===== src/rtl/tlpf_pkg.sv =====
// tlpf_pkg: shared constants, codes and types of the three level priority fifo
// used by the channel interfaces, the controller, the datapath and the top level
// no dependencies
package tlpf_pkg;

  localparam int DEPTH       = 16;
  localparam int HANDLE_BITS = 32;
  localparam int CNT_W       = $clog2(DEPTH + 1);
  localparam int PRI_W       = 2;
  localparam int STAT_W      = 2;

  localparam logic FUNC_SUBMIT = 1'b0;
  localparam logic FUNC_TAKE   = 1'b1;

  localparam logic [PRI_W-1:0] LVL_LOWEST = 2'd2;

  localparam logic [STAT_W-1:0] STAT_OK    = 2'd0;
  localparam logic [STAT_W-1:0] STAT_EMPTY = 2'd1;
  localparam logic [STAT_W-1:0] STAT_FULL  = 2'd2;

  typedef struct packed {
    logic load_item;
    logic exec;
  } tlpf_cmd_t;

endpackage


===== src/rtl/tlpf_if.sv =====
// tlpf_job_if and tlpf_result_if: valid/ready channels for jobs and results
// depends on tlpf_pkg
interface tlpf_job_if import tlpf_pkg::*; ();
  logic                   valid;
  logic                   ready;
  logic                   func;
  logic [PRI_W-1:0]       priority_req;
  logic [HANDLE_BITS-1:0] doc_handle;

  modport source (output valid, output func, output priority_req, output doc_handle,
                  input ready);
  modport sink   (input valid, input func, input priority_req, input doc_handle,
                  output ready);
endinterface

interface tlpf_result_if import tlpf_pkg::*; ();
  logic                   valid;
  logic                   ready;
  logic [STAT_W-1:0]      status;
  logic [PRI_W-1:0]       out_priority;
  logic [HANDLE_BITS-1:0] out_handle;
  logic [CNT_W-1:0]       occupancy;

  modport source (output valid, output status, output out_priority, output out_handle,
                  output occupancy, input ready);
  modport sink   (input valid, input status, input out_priority, input out_handle,
                  input occupancy, output ready);
endinterface


===== src/rtl/tlpf_ctrl.sv =====
// tlpf_ctrl: controller for the job holding register and the result register
// depends on tlpf_pkg
module tlpf_ctrl import tlpf_pkg::*; (
  input  logic      clk,
  input  logic      rst,
  input  logic      in_valid,
  output logic      in_ready,
  output logic      out_valid,
  input  logic      out_ready,
  output tlpf_cmd_t cmd
);

  localparam logic S_IDLE = 1'b0;
  localparam logic S_BUSY = 1'b1;

  logic state;
  logic state_next;
  logic res_valid;
  logic res_valid_next;
  logic out_free;
  logic accept;

  always_comb begin
    out_free      = !res_valid || out_ready;
    cmd.exec      = (state == S_BUSY) && out_free;
    in_ready      = (state == S_IDLE) || cmd.exec;
    accept        = in_valid && in_ready;
    cmd.load_item = accept;
    case (state)
      S_IDLE:  state_next = accept ? S_BUSY : S_IDLE;
      S_BUSY:  state_next = (cmd.exec && !accept) ? S_IDLE : S_BUSY;
      default: state_next = S_IDLE;
    endcase
    if (cmd.exec) begin
      res_valid_next = 1'b1;
    end else if (out_ready) begin
      res_valid_next = 1'b0;
    end else begin
      res_valid_next = res_valid;
    end
  end

  always_ff @(posedge clk) begin
    if (rst) begin
      state     <= S_IDLE;
      res_valid <= 1'b0;
    end else begin
      state     <= state_next;
      res_valid <= res_valid_next;
    end
  end

  assign out_valid = res_valid;

endmodule


===== src/rtl/tlpf_datapath.sv =====
// tlpf_datapath: job holding register, shift-insertion cell chain and result register
// depends on tlpf_pkg
module tlpf_datapath import tlpf_pkg::*; (
  input  logic                   clk,
  input  logic                   rst,
  input  tlpf_cmd_t              cmd,
  input  logic                   func,
  input  logic [PRI_W-1:0]       priority_req,
  input  logic [HANDLE_BITS-1:0] doc_handle,
  output logic [STAT_W-1:0]      status,
  output logic [PRI_W-1:0]       out_priority,
  output logic [HANDLE_BITS-1:0] out_handle,
  output logic [CNT_W-1:0]       occupancy
);

  logic                   item_func;
  logic [PRI_W-1:0]       item_pri;
  logic [HANDLE_BITS-1:0] item_hnd;

  logic [PRI_W-1:0]       cell_pri [DEPTH];
  logic [HANDLE_BITS-1:0] cell_hnd [DEPTH];
  logic [CNT_W-1:0]       count;

  logic [DEPTH-1:0] keep;
  logic [DEPTH-1:0] ins_here;
  logic             full;
  logic             empty;

  // entries ahead of the new one form a prefix of the sorted chain
  always_comb begin
    full  = (count == CNT_W'(DEPTH));
    empty = (count == '0);
    for (int i = 0; i < DEPTH; i++) begin
      keep[i] = (CNT_W'(i) < count) && (cell_pri[i] <= item_pri);
    end
    ins_here[0] = !keep[0];
    for (int i = 1; i < DEPTH; i++) begin
      ins_here[i] = !keep[i] && keep[i-1];
    end
  end

  always_ff @(posedge clk) begin
    if (cmd.load_item) begin
      item_func <= func;
      item_pri  <= (priority_req > LVL_LOWEST) ? LVL_LOWEST : priority_req;
      item_hnd  <= doc_handle;
    end
    if (cmd.exec) begin
      out_priority <= '0;
      out_handle   <= '0;
      occupancy    <= count;
      status       <= STAT_OK;
      if (item_func == FUNC_SUBMIT) begin
        if (full) begin
          status <= STAT_FULL;
        end else begin
          occupancy <= count + 1'b1;
          for (int i = 0; i < DEPTH; i++) begin
            if (ins_here[i]) begin
              cell_pri[i] <= item_pri;
              cell_hnd[i] <= item_hnd;
            end else if (!keep[i] && i > 0) begin
              cell_pri[i] <= cell_pri[(i > 0) ? i - 1 : 0];
              cell_hnd[i] <= cell_hnd[(i > 0) ? i - 1 : 0];
            end
          end
        end
      end else begin
        if (empty) begin
          status <= STAT_EMPTY;
        end else begin
          out_priority <= cell_pri[0];
          out_handle   <= cell_hnd[0];
          occupancy    <= count - 1'b1;
          for (int i = 0; i < DEPTH - 1; i++) begin
            cell_pri[i] <= cell_pri[i+1];
            cell_hnd[i] <= cell_hnd[i+1];
          end
        end
      end
    end
  end

  always_ff @(posedge clk) begin
    if (rst) begin
      count <= '0;
    end else if (cmd.exec) begin
      if (item_func == FUNC_SUBMIT) begin
        if (!full) begin
          count <= count + 1'b1;
        end
      end else if (!empty) begin
        count <= count - 1'b1;
      end
    end
  end

endmodule


===== src/rtl/three_level_priority_fifo_unit.sv =====
// three_level_priority_fifo_unit: top level of the three level priority fifo
// depends on tlpf_pkg, tlpf_if, tlpf_ctrl and tlpf_datapath
//
//   channel  dir  beat fields
//   job      in   func, priority_req, doc_handle
//   result   out  status, out_priority, out_handle, occupancy
//
// a job beat loads the holding register; in the next cycle, unless a stalled result
// holds the result register, the cell chain inserts or removes one entry and the
// result register loads, and the result beat is valid from the edge that loads it
// one job per cycle is sustained while results are taken; the cell chain update
// sets that figure
// a stalled result holds the result register and one further job waits in the
// holding register; reset empties the queue at once
module three_level_priority_fifo_unit import tlpf_pkg::*; (
  input logic      clk,
  input logic      rst,
  tlpf_job_if.sink      job,
  tlpf_result_if.source result
);

  tlpf_cmd_t cmd;

  tlpf_ctrl u_ctrl (
    .clk       (clk),
    .rst       (rst),
    .in_valid  (job.valid),
    .in_ready  (job.ready),
    .out_valid (result.valid),
    .out_ready (result.ready),
    .cmd       (cmd)
  );

  tlpf_datapath u_datapath (
    .clk          (clk),
    .rst          (rst),
    .cmd          (cmd),
    .func         (job.func),
    .priority_req (job.priority_req),
    .doc_handle   (job.doc_handle),
    .status       (result.status),
    .out_priority (result.out_priority),
    .out_handle   (result.out_handle),
    .occupancy    (result.occupancy)
  );

  a_occ_range: assert property (@(posedge clk) disable iff (rst)
    result.valid |-> result.occupancy <= CNT_W'(DEPTH))
    else $error("occupancy beyond depth");

  a_full_status: assert property (@(posedge clk) disable iff (rst)
    (result.valid && result.status == STAT_FULL) |-> result.occupancy == CNT_W'(DEPTH))
    else $error("full status with room left");

  a_empty_status: assert property (@(posedge clk) disable iff (rst)
    (result.valid && result.status == STAT_EMPTY) |->
      (result.occupancy == '0 && result.out_handle == '0))
    else $error("empty status with entries or handle");

  a_stall_cause: assert property (@(posedge clk) disable iff (rst)
    !job.ready |-> (result.valid && !result.ready))
    else $error("job stalled without result backpressure");

endmodule

===== src/flat_wrapper.sv =====
// flat-port wrapper written by rule: the top's interface ports become plain ports
module three_level_priority_fifo_unit_flat import tlpf_pkg::*;
  (clk, rst, job_valid, job_func, job_priority_req, job_doc_handle, job_ready, result_valid, result_status, result_out_priority, result_out_handle, result_occupancy, result_ready);
  tlpf_job_if job_i ();
  tlpf_result_if result_i ();
  input logic clk;
  input logic rst;
  input wire logic [$bits(job_i.valid)-1:0] job_valid;
  input wire logic [$bits(job_i.func)-1:0] job_func;
  input wire logic [$bits(job_i.priority_req)-1:0] job_priority_req;
  input wire logic [$bits(job_i.doc_handle)-1:0] job_doc_handle;
  output wire logic [$bits(job_i.ready)-1:0] job_ready;
  output wire logic [$bits(result_i.valid)-1:0] result_valid;
  output wire logic [$bits(result_i.status)-1:0] result_status;
  output wire logic [$bits(result_i.out_priority)-1:0] result_out_priority;
  output wire logic [$bits(result_i.out_handle)-1:0] result_out_handle;
  output wire logic [$bits(result_i.occupancy)-1:0] result_occupancy;
  input wire logic [$bits(result_i.ready)-1:0] result_ready;
  assign job_i.valid = job_valid;
  assign job_i.func = job_func;
  assign job_i.priority_req = job_priority_req;
  assign job_i.doc_handle = job_doc_handle;
  assign job_ready = job_i.ready;
  assign result_valid = result_i.valid;
  assign result_status = result_i.status;
  assign result_out_priority = result_i.out_priority;
  assign result_out_handle = result_i.out_handle;
  assign result_occupancy = result_i.occupancy;
  assign result_i.ready = result_ready;
  three_level_priority_fifo_unit u_core (.clk(clk), .rst(rst), .job(job_i), .result(result_i));
endmodule

===== config.mk =====
export PLATFORM = sky130hd
export DESIGN_NAME = three_level_priority_fifo_unit_flat
export DESIGN_NICKNAME = d
export VERILOG_FILES = /design/src/rtl/tlpf_pkg.sv /design/src/rtl/tlpf_if.sv /design/src/rtl/tlpf_ctrl.sv /design/src/rtl/tlpf_datapath.sv /design/src/rtl/three_level_priority_fifo_unit.sv /design/src/flat_wrapper.sv
export SDC_FILE = /design/constraint.sdc
export NUM_CORES = 1
export LEC_CHECK = 0
export BUFFER_PORTS_ARGS = -buffer_cell sky130_fd_sc_hd__clkbuf_2
export CAP_MARGIN = 15
export CORE_MARGIN = 2
export CORE_UTILIZATION = 35
export DETAILED_ROUTE_END_ITERATION = 10
export MAX_ROUTING_LAYER = met4
export REMOVE_ABC_BUFFERS = 1
export SLEW_MARGIN = 5
export SYNTH_ARGS = -nofsm -noshare
export SYNTH_HDL_FRONTEND = slang
export SYNTH_HIERARCHICAL = 1
export SYNTH_SLANG_ARGS = --single-unit

===== constraint.sdc =====
create_clock -name clk -period 4.8 [get_ports clk]
set_clock_uncertainty 0.2 [all_clocks]
set_input_delay 0.48 -clock clk [delete_from_list [all_inputs] [get_ports clk]]
set_output_delay 0.48 -clock clk [all_outputs]
set_load 0.03 [all_outputs]

* Yosys cells after proc, flatten, opt, wreduce, memory -nomap -nowiden *
Memory sizes are Yosys's and may differ from the RTL's.
Index checks and enable logic that the tools add are counted.

word-level totals
  register bits = 83
  bits in latches = 0
  memory bits (writable) = 544
  memory bits (read-only) = 0
  input port bits = 39
  output and inout bits = 43
  word-level logic and storage cells = 411
  memories kept = 2

cells by class
  add/sub/neg operators = 2
  multiply operators = 0
  div/mod/pow operators = 0
  order comparisons = 33
  equality and inequality tests = 1
  shift-type cells = 0
  multiplexer cells = 245
  bitwise logic cells = 62
  reductions and logical operators = 56

memories
  name                        words  width  read ports  clocked after Yosys merged registers in  wr ports  line                 text
  u_core.u_datapath.cell_hnd  16     32     16          0                                        16        tlpf_datapath.sv:21  logic [HANDLE_BITS-1:0] cell_hnd [DEPTH];
  u_core.u_datapath.cell_pri  16     2      16          0                                        16        tlpf_datapath.sv:20  logic [PRI_W-1:0] cell_pri [DEPTH];

operators with widths
  operator             number
  $mux 32              30
  $mux 1               179
  $mux 2               32
  $or 1x1->1           60
  $lt 4x5->1 const A   8
  $logic_and 1x1->1    34
  $le 2x2->1           16
  $lt 3x5->1 const A   4
  $logic_not 1->1      17
  $mux 5               3
  $lt 1x5->1 const A   2
  $lt 2x5->1 const A   2
  $add 5x1->5 const B  1
  $eq 5x5->1 const B   1
  $logic_not 5->1      1
  $sub 5x1->5 const B  1
  $gt 2x2->1 const B   1
  $logic_or 1x1->1     2
  $not 1->1            2
  $pmux 1 s2           1
  $reduce_bool 2->1    1
  $reduce_or 2->1      1

* Depth between registers and ports, before layout *
Gate-level depths: netlist (run 1).
An unclocked memory read counts as a cell.

  word-level depth = 12
  depth in mapped cells = 12
  depth with buffers taken out = 7

* Modules after synthesis *
The synthesis (run 1) kept the hierarchy.

modules (own cells, without submodules)
  module         instances  cells each  area an instance (um^2)  seq. area each (um^2)
  tlpf_datapath  1          2672        31332.6                  18718.0
  tlpf_ctrl      1          12          118.9                    40.0

* Worst setup path after synthesis (run 1) *
OpenSTA, ideal clock, no wires.

  path type = in2reg
  start = input result_ready
  end = memory u_core.u_datapath.cell_hnd[15][0], in the netlist u_core/u_datapath/cell_hnd[1][224] (enable)
  setup time = 437 ps
  data arrival time = 3540 ps
  required time = 4163 ps
  slack = 623 ps
  stages on the path = 8
  path buffers = 3
  cell sequence = nand2b_1 and2_2 buf_4 inv_2 a311o_1 buf_2 buf_6 a21oi_1

RTL lines
  what         line                 text
  from (decl)  flat_wrapper.sv:18   input wire logic [$bits(result_i.ready)-1:0] result_ready;
  to (decl)    tlpf_datapath.sv:21

==> out/qor.txt, run 1 <==
Reg2reg end -> u_core/u_datapath/cell_hnd[0][146]
Core area -> 88,780 um2
Met3 Usage GRT -> 0.02869
Wire per inst -> 23.42 um
CTS Buf Count -> 69
H-tree depth -> 3
Logic pwr share -> 0.119
Port bufs -> 81
Synth unique cells -> 69
Clk_lat worst skew -> 620 ps
Leak -> 12.64 nW
Met1 usage -> 0.2687
Layout cells sized above 1 -> 0.1197
Initial Util -> 0.3542
Clk slew on worst S/H paths -> 60 ps
Initial antenna violation count -> 0
Max Slew Vio Count -> 0
Post-Route Utilization -> 0.3997
Die width -> 303.8 um
CTS tree -> done
Drt pass-1 iters -> 6
Setup WS post-layout -> 732.1 ps
Largest net degree at the start of global routing -> 179
Via count -> 23,050
Worst setup path end -> u_core/u_datapath/cell_hnd[0][146]
Postcts setup bufs -> 0
Synth Register Bits -> 627
Root buf cell -> clkbuf_16
Avg Cell Area, Syn -> 11.72 um2
Internal power -> 10.07 mW
Final #Nets -> 2,759
Post-detail-place hpwl -> 55.81 mm
Post-Synthesis Cells -> 2,684
Sw power -> 3.569 mW
RSZ-0062 raised after global routing -> no
Final Setup Violations -> 0
Reg power frac -> 0.493
Max Cap Viol -> 0
WL final -> 91.46 mm
Io pins -> 82
Critical path peak fanout -> 24
Synth warn -> 6
Commonest non-fill, non-tap cell in the layout -> edfxtp_1
Post-synth top flop -> edfxtp_1
Synthesized cell area -> 31,450 um2
First-pass GRT wire length -> 140.4 mm
Critical Path Source Type -> register
Seq/Total Area, Yosys -> 0.5964
GRT Resource Usage Total -> 0.1987
Busiest grt layer -> met2
Cell Rows -> 109
Die area -> 92,280 um2
DRC Markers -> 0
HP Class -> input port to register
Design Area, Final -> 35,490 um2
Via density -> 5.901
Area delta synth->final -> 12.84%
1st-iter DRT viols -> 2,640
Area after DPL -> 32,870 um2
Final worst path period share -> 0.8475
Slew headroom -> 0.1504
Height of the chip -> 303.8 um
R2R depth -> 8
Final ANT Viol Nets -> 0
GR Util met2 -> 0.3043
Fmax -> 0.2458 GHz
Worst slew pin tran -> 1274 ps
Cell Pwr Density -> 384.3 nW/um2
Sw Ratio -> 0.2616
Clk buf depth -> 3
Post_cts resized -> 0
Minimum clock period -> 4068 ps
Clock power share -> 0.388
Post-synth ARST share -> 0
Worst R2R Setup Slack -> 730 ps
Vias in the first global route -> 22,560
Clock Sinks -> 627
Worst Setup SP -> u_core/u_datapath/item_pri[1]
Setup CP Type -> register to register
Final hold vios -> 0
Critical path capture point type -> register
Total congestion overflow -> 0
Most frequent cells in the layout -> edfxtp_1, nand2_1, a221o_1, o21ai_0, nor2_1
Worst VDD drop -> 265.9 uV
WP data required -> 4950 ps
Status -> finished, final reports clean
Post-synth EDFFs -> 620
WP data arrival -> 4210 ps
Placer congestion estimate -> 0.8912
# diodes -> 0
Reg-to-Reg Start -> u_core/u_datapath/item_pri[1]
Post-Place Setup Slack -> 814.9 ps
[logic make-up after synthesis]
logic type / after synthesis / share of synthesized area
AOI/OAI and AO/OA: 785 / 0.1857
xor gates and xnor gates: 4 / 0.001114
adders and majority gates: 36 / 0.01432
buffers and inverters: 315 / 0.04583
DFF: 627 / 0.5964
muxes: 145 / 0.04746
and+or+nand+nor: 772 / 0.1092
[per-layer routing]
metal / wire (um) / part of all wire
met3: 7500 / 0.082
met1: 39420 / 0.43
met5: 0 / 0
met2: 41610 / 0.45
met4: 2928 / 0.032
[power by group through the flow]
stage               registers (mW)  clock network (mW)  logic (mW)
floorplan                     6.76                   0        1.02
global placement              6.81                   0        1.54
detailed placement            6.82                   0        1.59
CTS                           6.71                5.42        1.62
global route                  6.75                5.62        1.77
finish                        6.72                5.29        1.63
[per-stage QoR]
| step | total power, mW | std cells | TNS [ps] | hold WS (ps) |
|---|---|---|---|---|
| finish | 13.64 | 3905 | 0 | 309.7 |
| detailed placement | 8.410 | 3739 | 0 | 306.7 |
| global placement | 8.353 | 3739 | 0 | 286.3 |
| global route | 14.13 | 3905 | 0 | 336.2 |
| CTS | 13.75 | 3905 | 0 | 288.9 |
| floorplan | 7.776 | 2419 | -4539040 | 261.3 |
[registers in the layout (all words and copies together), names as in the netlist, 2 cells and up]
register                        cells
u_core/u_datapath/occupancy         5
u_core/u_datapath/out_handle       32
u_core/u_datapath/out_priority      2
u_core/u_datapath/count             5
u_core/u_datapath/item_hnd         32
u_core/u_datapath/cell_pri         32
u_core/u_datapath/cell_hnd        512
u_core/u_datapath/item_pri          2
u_core/u_datapath/status            2
[worst min-delay path by stage]
stage                              startpoint                         end  slack [ps]  depth (start not counted)
final                            result_ready  u_core/u_datapath/count[1]         310                          5
after detailed placement  u_core/u_ctrl/state     u_core/u_ctrl/out_valid         310                          2
after global routing             result_ready  u_core/u_datapath/count[1]         340                          5
after floorplan           u_core/u_ctrl/state     u_core/u_ctrl/out_valid         260                          2
after global placement    u_core/u_ctrl/state     u_core/u_ctrl/out_valid         290                          2
after CTS                        result_ready  u_core/u_datapath/count[1]         290                          5
[worst max-delay path, stage by stage, from the launching register on]
cell      delay (ps)
edfxtp_1         560
inv_1            570
ha_1             370
nand2_1           70
o21ai_0          280
a221oi_4        1130
buf_12           270
nor2_1            50
a221o_1          280
[synth_stat cells (all sizes together), types with 37 or more instances]
library cell	number	area, um2
a21oi	50	269.0
a21boi	60	450.4
nand2	356	1336
nand4	51	319.1
edfxtp	620	18620
clkbuf	143	539.3
inv	49	183.9
o211ai	70	525.5
nor2	184	693.2
a221o	208	2082
and2	37	235.2
o21ai	271	1390
and3	43	269.0
buf	122	714.4
mux2i	112	1121
[area by class of cell]
type                    instances  area, um2
clock buffers                  87       1879
fillers                      8331      53290
flip-flops and latches        627      18760
multi-input cells            1742      11400
well taps                    1165       1458
repair buffers                194       1464
clock inverters                40      345.3
inverters                      50      187.7
[repair_timing]
item / CTS / global route
setup endpoints to repair: 0 / 0
hold buffers: 39 / 0
endpoints found under the hold margin: 41 / 0
No activity file was read; power rests on OpenSTA's default activity.
==> run 2, diff against run 1 <==
--- a/config.mk
+++ b/config.mk
@@ -5,6 +5,7 @@
 export SDC_FILE = /design/constraint.sdc
 export NUM_CORES = 1
 export LEC_CHECK = 0
+export ABC_AREA = 1
 export BUFFER_PORTS_ARGS = -buffer_cell sky130_fd_sc_hd__clkbuf_2
 export CAP_MARGIN = 15
 export CORE_MARGIN = 2
==> constraint.sdc (replaced) <==
create_clock -name clk -period 4.2 [get_ports clk]
set_clock_uncertainty 0.2 [all_clocks]
set_input_delay 0.42 -clock clk [delete_from_list [all_inputs] [get_ports clk]]
set_output_delay 0.42 -clock clk [all_outputs]
set_load 0.03 [all_outputs]
==> run 2 against run 1 <==
Maximum frequency increased by 20%; area after synthesis increased by 8.2%; sequential share of layout area decreased by 3.9 points; final area increased by 7.9%; largest power group unchanged; hold slack got worse by 80 ps; die area increased by 8.1%; via count increased by 15%.
==> out/qor.txt, run 2 <==
Critical Path Source Type -> register
Avg Cell Area, Syn -> 8.362 um2 (-29%)
Setup WS post-layout -> 813.4 ps (+81.28 ps)
Largest net degree at the start of global routing -> 187 (+4.5%)
First-pass GRT wire length -> 144.5 mm (+2.9%)
Sw Ratio -> 0.2707 (+0.009041)
Minimum clock period -> 3387 ps (-681.3 ps)
Largest family of logic cells by synthesized area -> simple AND/OR/NAND/NOR gates
Fmax -> 0.2953 GHz (+20%)
Max Slew Vio Count -> 0 (unchanged)
Final ANT Viol Nets -> 0 (unchanged)
Commonest non-fill, non-tap cell in the layout -> nand2_1
Height of the chip -> 315.8 um (+4.0%)
Cell taking the most area after synthesis -> edfxtp_1
Clk slew on worst S/H paths -> 50 ps (about the same)
Clk buf depth -> 3 (unchanged)
Final Setup Violations -> 0 (unchanged)
Critical-path cell list -> clkinv_1 -> buf_4 -> ha_1 -> inv_1 -> o21bai_1 -> nand2_1 -> nand3_2 -> buf_4 -> nand2_1 -> nand2_1 -> buf_4
Initial Util -> 0.3524 (-0.001828)
Top cells by count, synth -> nand2_1, edfxtp_1, nand3_1, inv_1, nand4_1
Placer congestion estimate -> 0.8496 (-4.7%)
Leak -> 16.90 nW (+34%)
Port bufs -> 81 (unchanged)
Core area -> 96,570 um2 (+8.8%)
Layout cells sized above 1 -> 0.07992 (-0.03979)
Slowest cell on crit path -> edfxtp_1
WL final -> 89.95 mm (-1.7%)
Count leader, synth -> nand2_1
WP data required -> 4300 ps (-650 ps)
Setup CP Type -> register to register
Hold Worst Slack -> 229.7 ps (-80.00 ps)
Post-synthesis adder-cell area fraction -> 0.01324 (-0.001086)
Xor-xnor portion of the synthesized cell area -> 0.0007721 (-0.0003418)
Die area -> 99,740 um2 (+8.1%)
Initial antenna violation count -> 2 (+2)
Reg-to-Reg Start -> u_core/u_datapath/item_pri[1]
Most frequent cells in the layout -> nand2_1, edfxtp_1, nand3_1, inv_1, nand4_1
Critical path capture point type -> register
Total congestion overflow -> 0 (unchanged)
Wire per inst -> 16.64 um (-29%)
RSZ-0062 raised after global routing -> no
Reg2reg end -> u_core/u_datapath/cell_hnd[0][42]
Final hold vios -> 0 (unchanged)
Final non-filler cell total -> 5,406 (+38%)
Slew headroom -> 0.3530 (+0.2026)
H-tree depth -> 3 (unchanged)
Via count -> 26,590 (+15%)
Post-synthesis mux area share -> 0 (-0.04746)
Worst Hold Launch -> result_ready
R2R depth -> 11 (+3)
1st-iter DRT viols -> 2,855 (+8.1%)
Reg power frac -> 0.477 (-0.016)
Root buf cell -> clkbuf_16
Critical path peak fanout -> 40 (+67%)
Clock power share -> 0.388 (about the same)
DRC Markers -> 0 (unchanged)
Clk_lat worst skew -> 620 ps (about the same)
Placed insts -> 5,234 (+40%)
Worst VDD drop -> 251.2 uV (-5.5%)
Drt pass-1 iters -> 7 (+1)
Status -> finished, final reports clean
Synth top area cells -> edfxtp_1, nand2_1, nand3_1
Synthesized cell area -> 34,030 um2 (+8.2%)
HP Class -> input port to register
Post-synth ARST share -> 0 (unchanged)
Final #Nets -> 4,146 (+50%)
Post-Synthesis Cells -> 4,070 (+52%)
Internal power -> 11.77 mW (+17%)
Area delta synth->final -> 12.48%
Synth Register Bits -> 627 (unchanged)
Max Cap Viol -> 0 (unchanged)
Worst slew pin tran -> 970.5 ps (-303.8 ps)
Die width -> 315.8 um (+4.0%)
Cell Rows -> 114 (+4.6%)
Sw power -> 4.368 mW (+22%)
GRT Resource Usage Total -> 0.1850 (-0.01371)
Crit-path max cell delay -> 470 ps (-660 ps)
Clock Sinks -> 627 (unchanged)
Vias in the first global route -> 25,170 (+12%)
Logic pwr share -> 0.135 (+0.016)
Post-detail-place hpwl -> 61.42 mm (+10%)
Multi-input gate area in the final layout -> 12,350 um2 (+8.3%)
Final setup TNS -> 0 ps (unchanged)
Post-synth EDFFs -> 620 (unchanged)
Area occupied by registers -> 18,760 um2 (unchanged)
Final worst path period share -> 0.8063 (-0.04114)
Post-Route Utilization -> 0.3964 (-0.003329)
Largest register FFs -> 512 (unchanged)
WP data arrival -> 3480 ps (-730 ps)
Post-synth top area share -> 0.5471 (-0.04488)
CTS Buf Count -> 72 (+4.3%)
Post-synth top flop -> edfxtp_1
Simple-gate share of the synthesized area -> 0.3060 (+0.1968)
Worst R2R Setup Slack -> 810 ps (+80 ps)
Largest Register -> u_core/u_datapath/cell_hnd
Via density -> 4.918 (-17%)
CTS tree -> done
Synth warn -> 6 (unchanged)
Worst setup path end -> u_core/u_datapath/cell_hnd[0][42]
Fill cell total of the finished layout -> 9,695 (+16%)
Io pins -> 82 (unchanged)
Seq/Total Area, Yosys -> 0.5512 (-0.04521)
Post-Place Setup Slack -> 847.1 ps (+32.26 ps)
Worst Setup SP -> u_core/u_datapath/item_pri[1]
Synth unique cells -> 31 (-55%)
Synth Area in Compound Gates -> 0.04000 (-0.1457)
Cell Pwr Density -> 421.6 nW/um2 (+9.7%)
## run 2: cell type report
class                      count  share of cell area
inverter                     430             0.04249
clock buffer                  88             0.05142
multi-input combinational   2731              0.3226
clock inverter                44            0.009218
tap                         1276             0.04171
timing repair buffer         209             0.04249
antenna                        1          0.00006537
sequential                   627              0.4900
## run 2: power groups by stage
stage          logic (mW)  registers (mW)  clock network, mW
2_1_floorplan        1.40            7.81                  0
3_3_place_gp         2.12            7.81                  0
3_5_place_dp         2.15            7.82                  0
4_1_cts              2.19            7.69               6.43
5_1_grt              2.47            7.74               6.65
6_report             2.18            7.70               6.26
## run 2: worst min path at each step
stage	endpoint	slack, ps	depth (start not counted)
2_1_floorplan	u_core/u_ctrl/out_valid	260	2
5_1_grt	u_core/u_datapath/count[2]	280	6
3_5_place_dp	u_core/u_ctrl/state	300	2
4_1_cts	u_core/u_datapath/count[2]	210	6
6_report	u_core/u_datapath/count[2]	230	6
3_3_place_gp	u_core/u_ctrl/state	290	2
## run 2: critical path, delay by kind of cell (launching register included)
kind / cells / cell delay, ps
AOI/OAI and AO/OA: 1 / 110
and+or+nand+nor: 4 / 530
adders and majority gates: 1 / 320
buffers and inverters: 5 / 1430
DFF: 1 / 470
## run 2: through the flow
step,cell area [um2],power [mW]
floorplan,32620,9.210
global placement,35560,9.931
finish,38280,16.14
global route,38280,16.86
detailed placement,35560,9.971
CTS,38280,16.31
## run 2: kinds of logic after synthesis
logic type | after synthesis
simple gates | 2427
buf+inv | 712
flops | 627
compound gates | 265
fa+ha+maj | 36
xor+xnor | 3
## run 2: layer usage
| metal | global-route usage | vias up | part of all wire |
|---|---|---|---|
| met5 | - | - | 0 |
| met4 | 0.04815 | 0 | 0.018 |
| met3 | 0.02165 | 110 | 0.063 |
| met2 | 0.2792 | 827 | 0.45 |
| met1 | 0.2639 | 12220 | 0.47 |
| li1 | - | 13440 | - |
## run 2: what timing repair did
| item | 4_1_cts | 5_1_grt |
|---|---|---|
| hold endpoints to repair | 42 | 0 |
| resized for setup | 0 | 0 |
| endpoints found under the setup margin | 0 | 0 |
| hold buffers | 39 | 0 |
| buffers inserted | 0 | 0 |
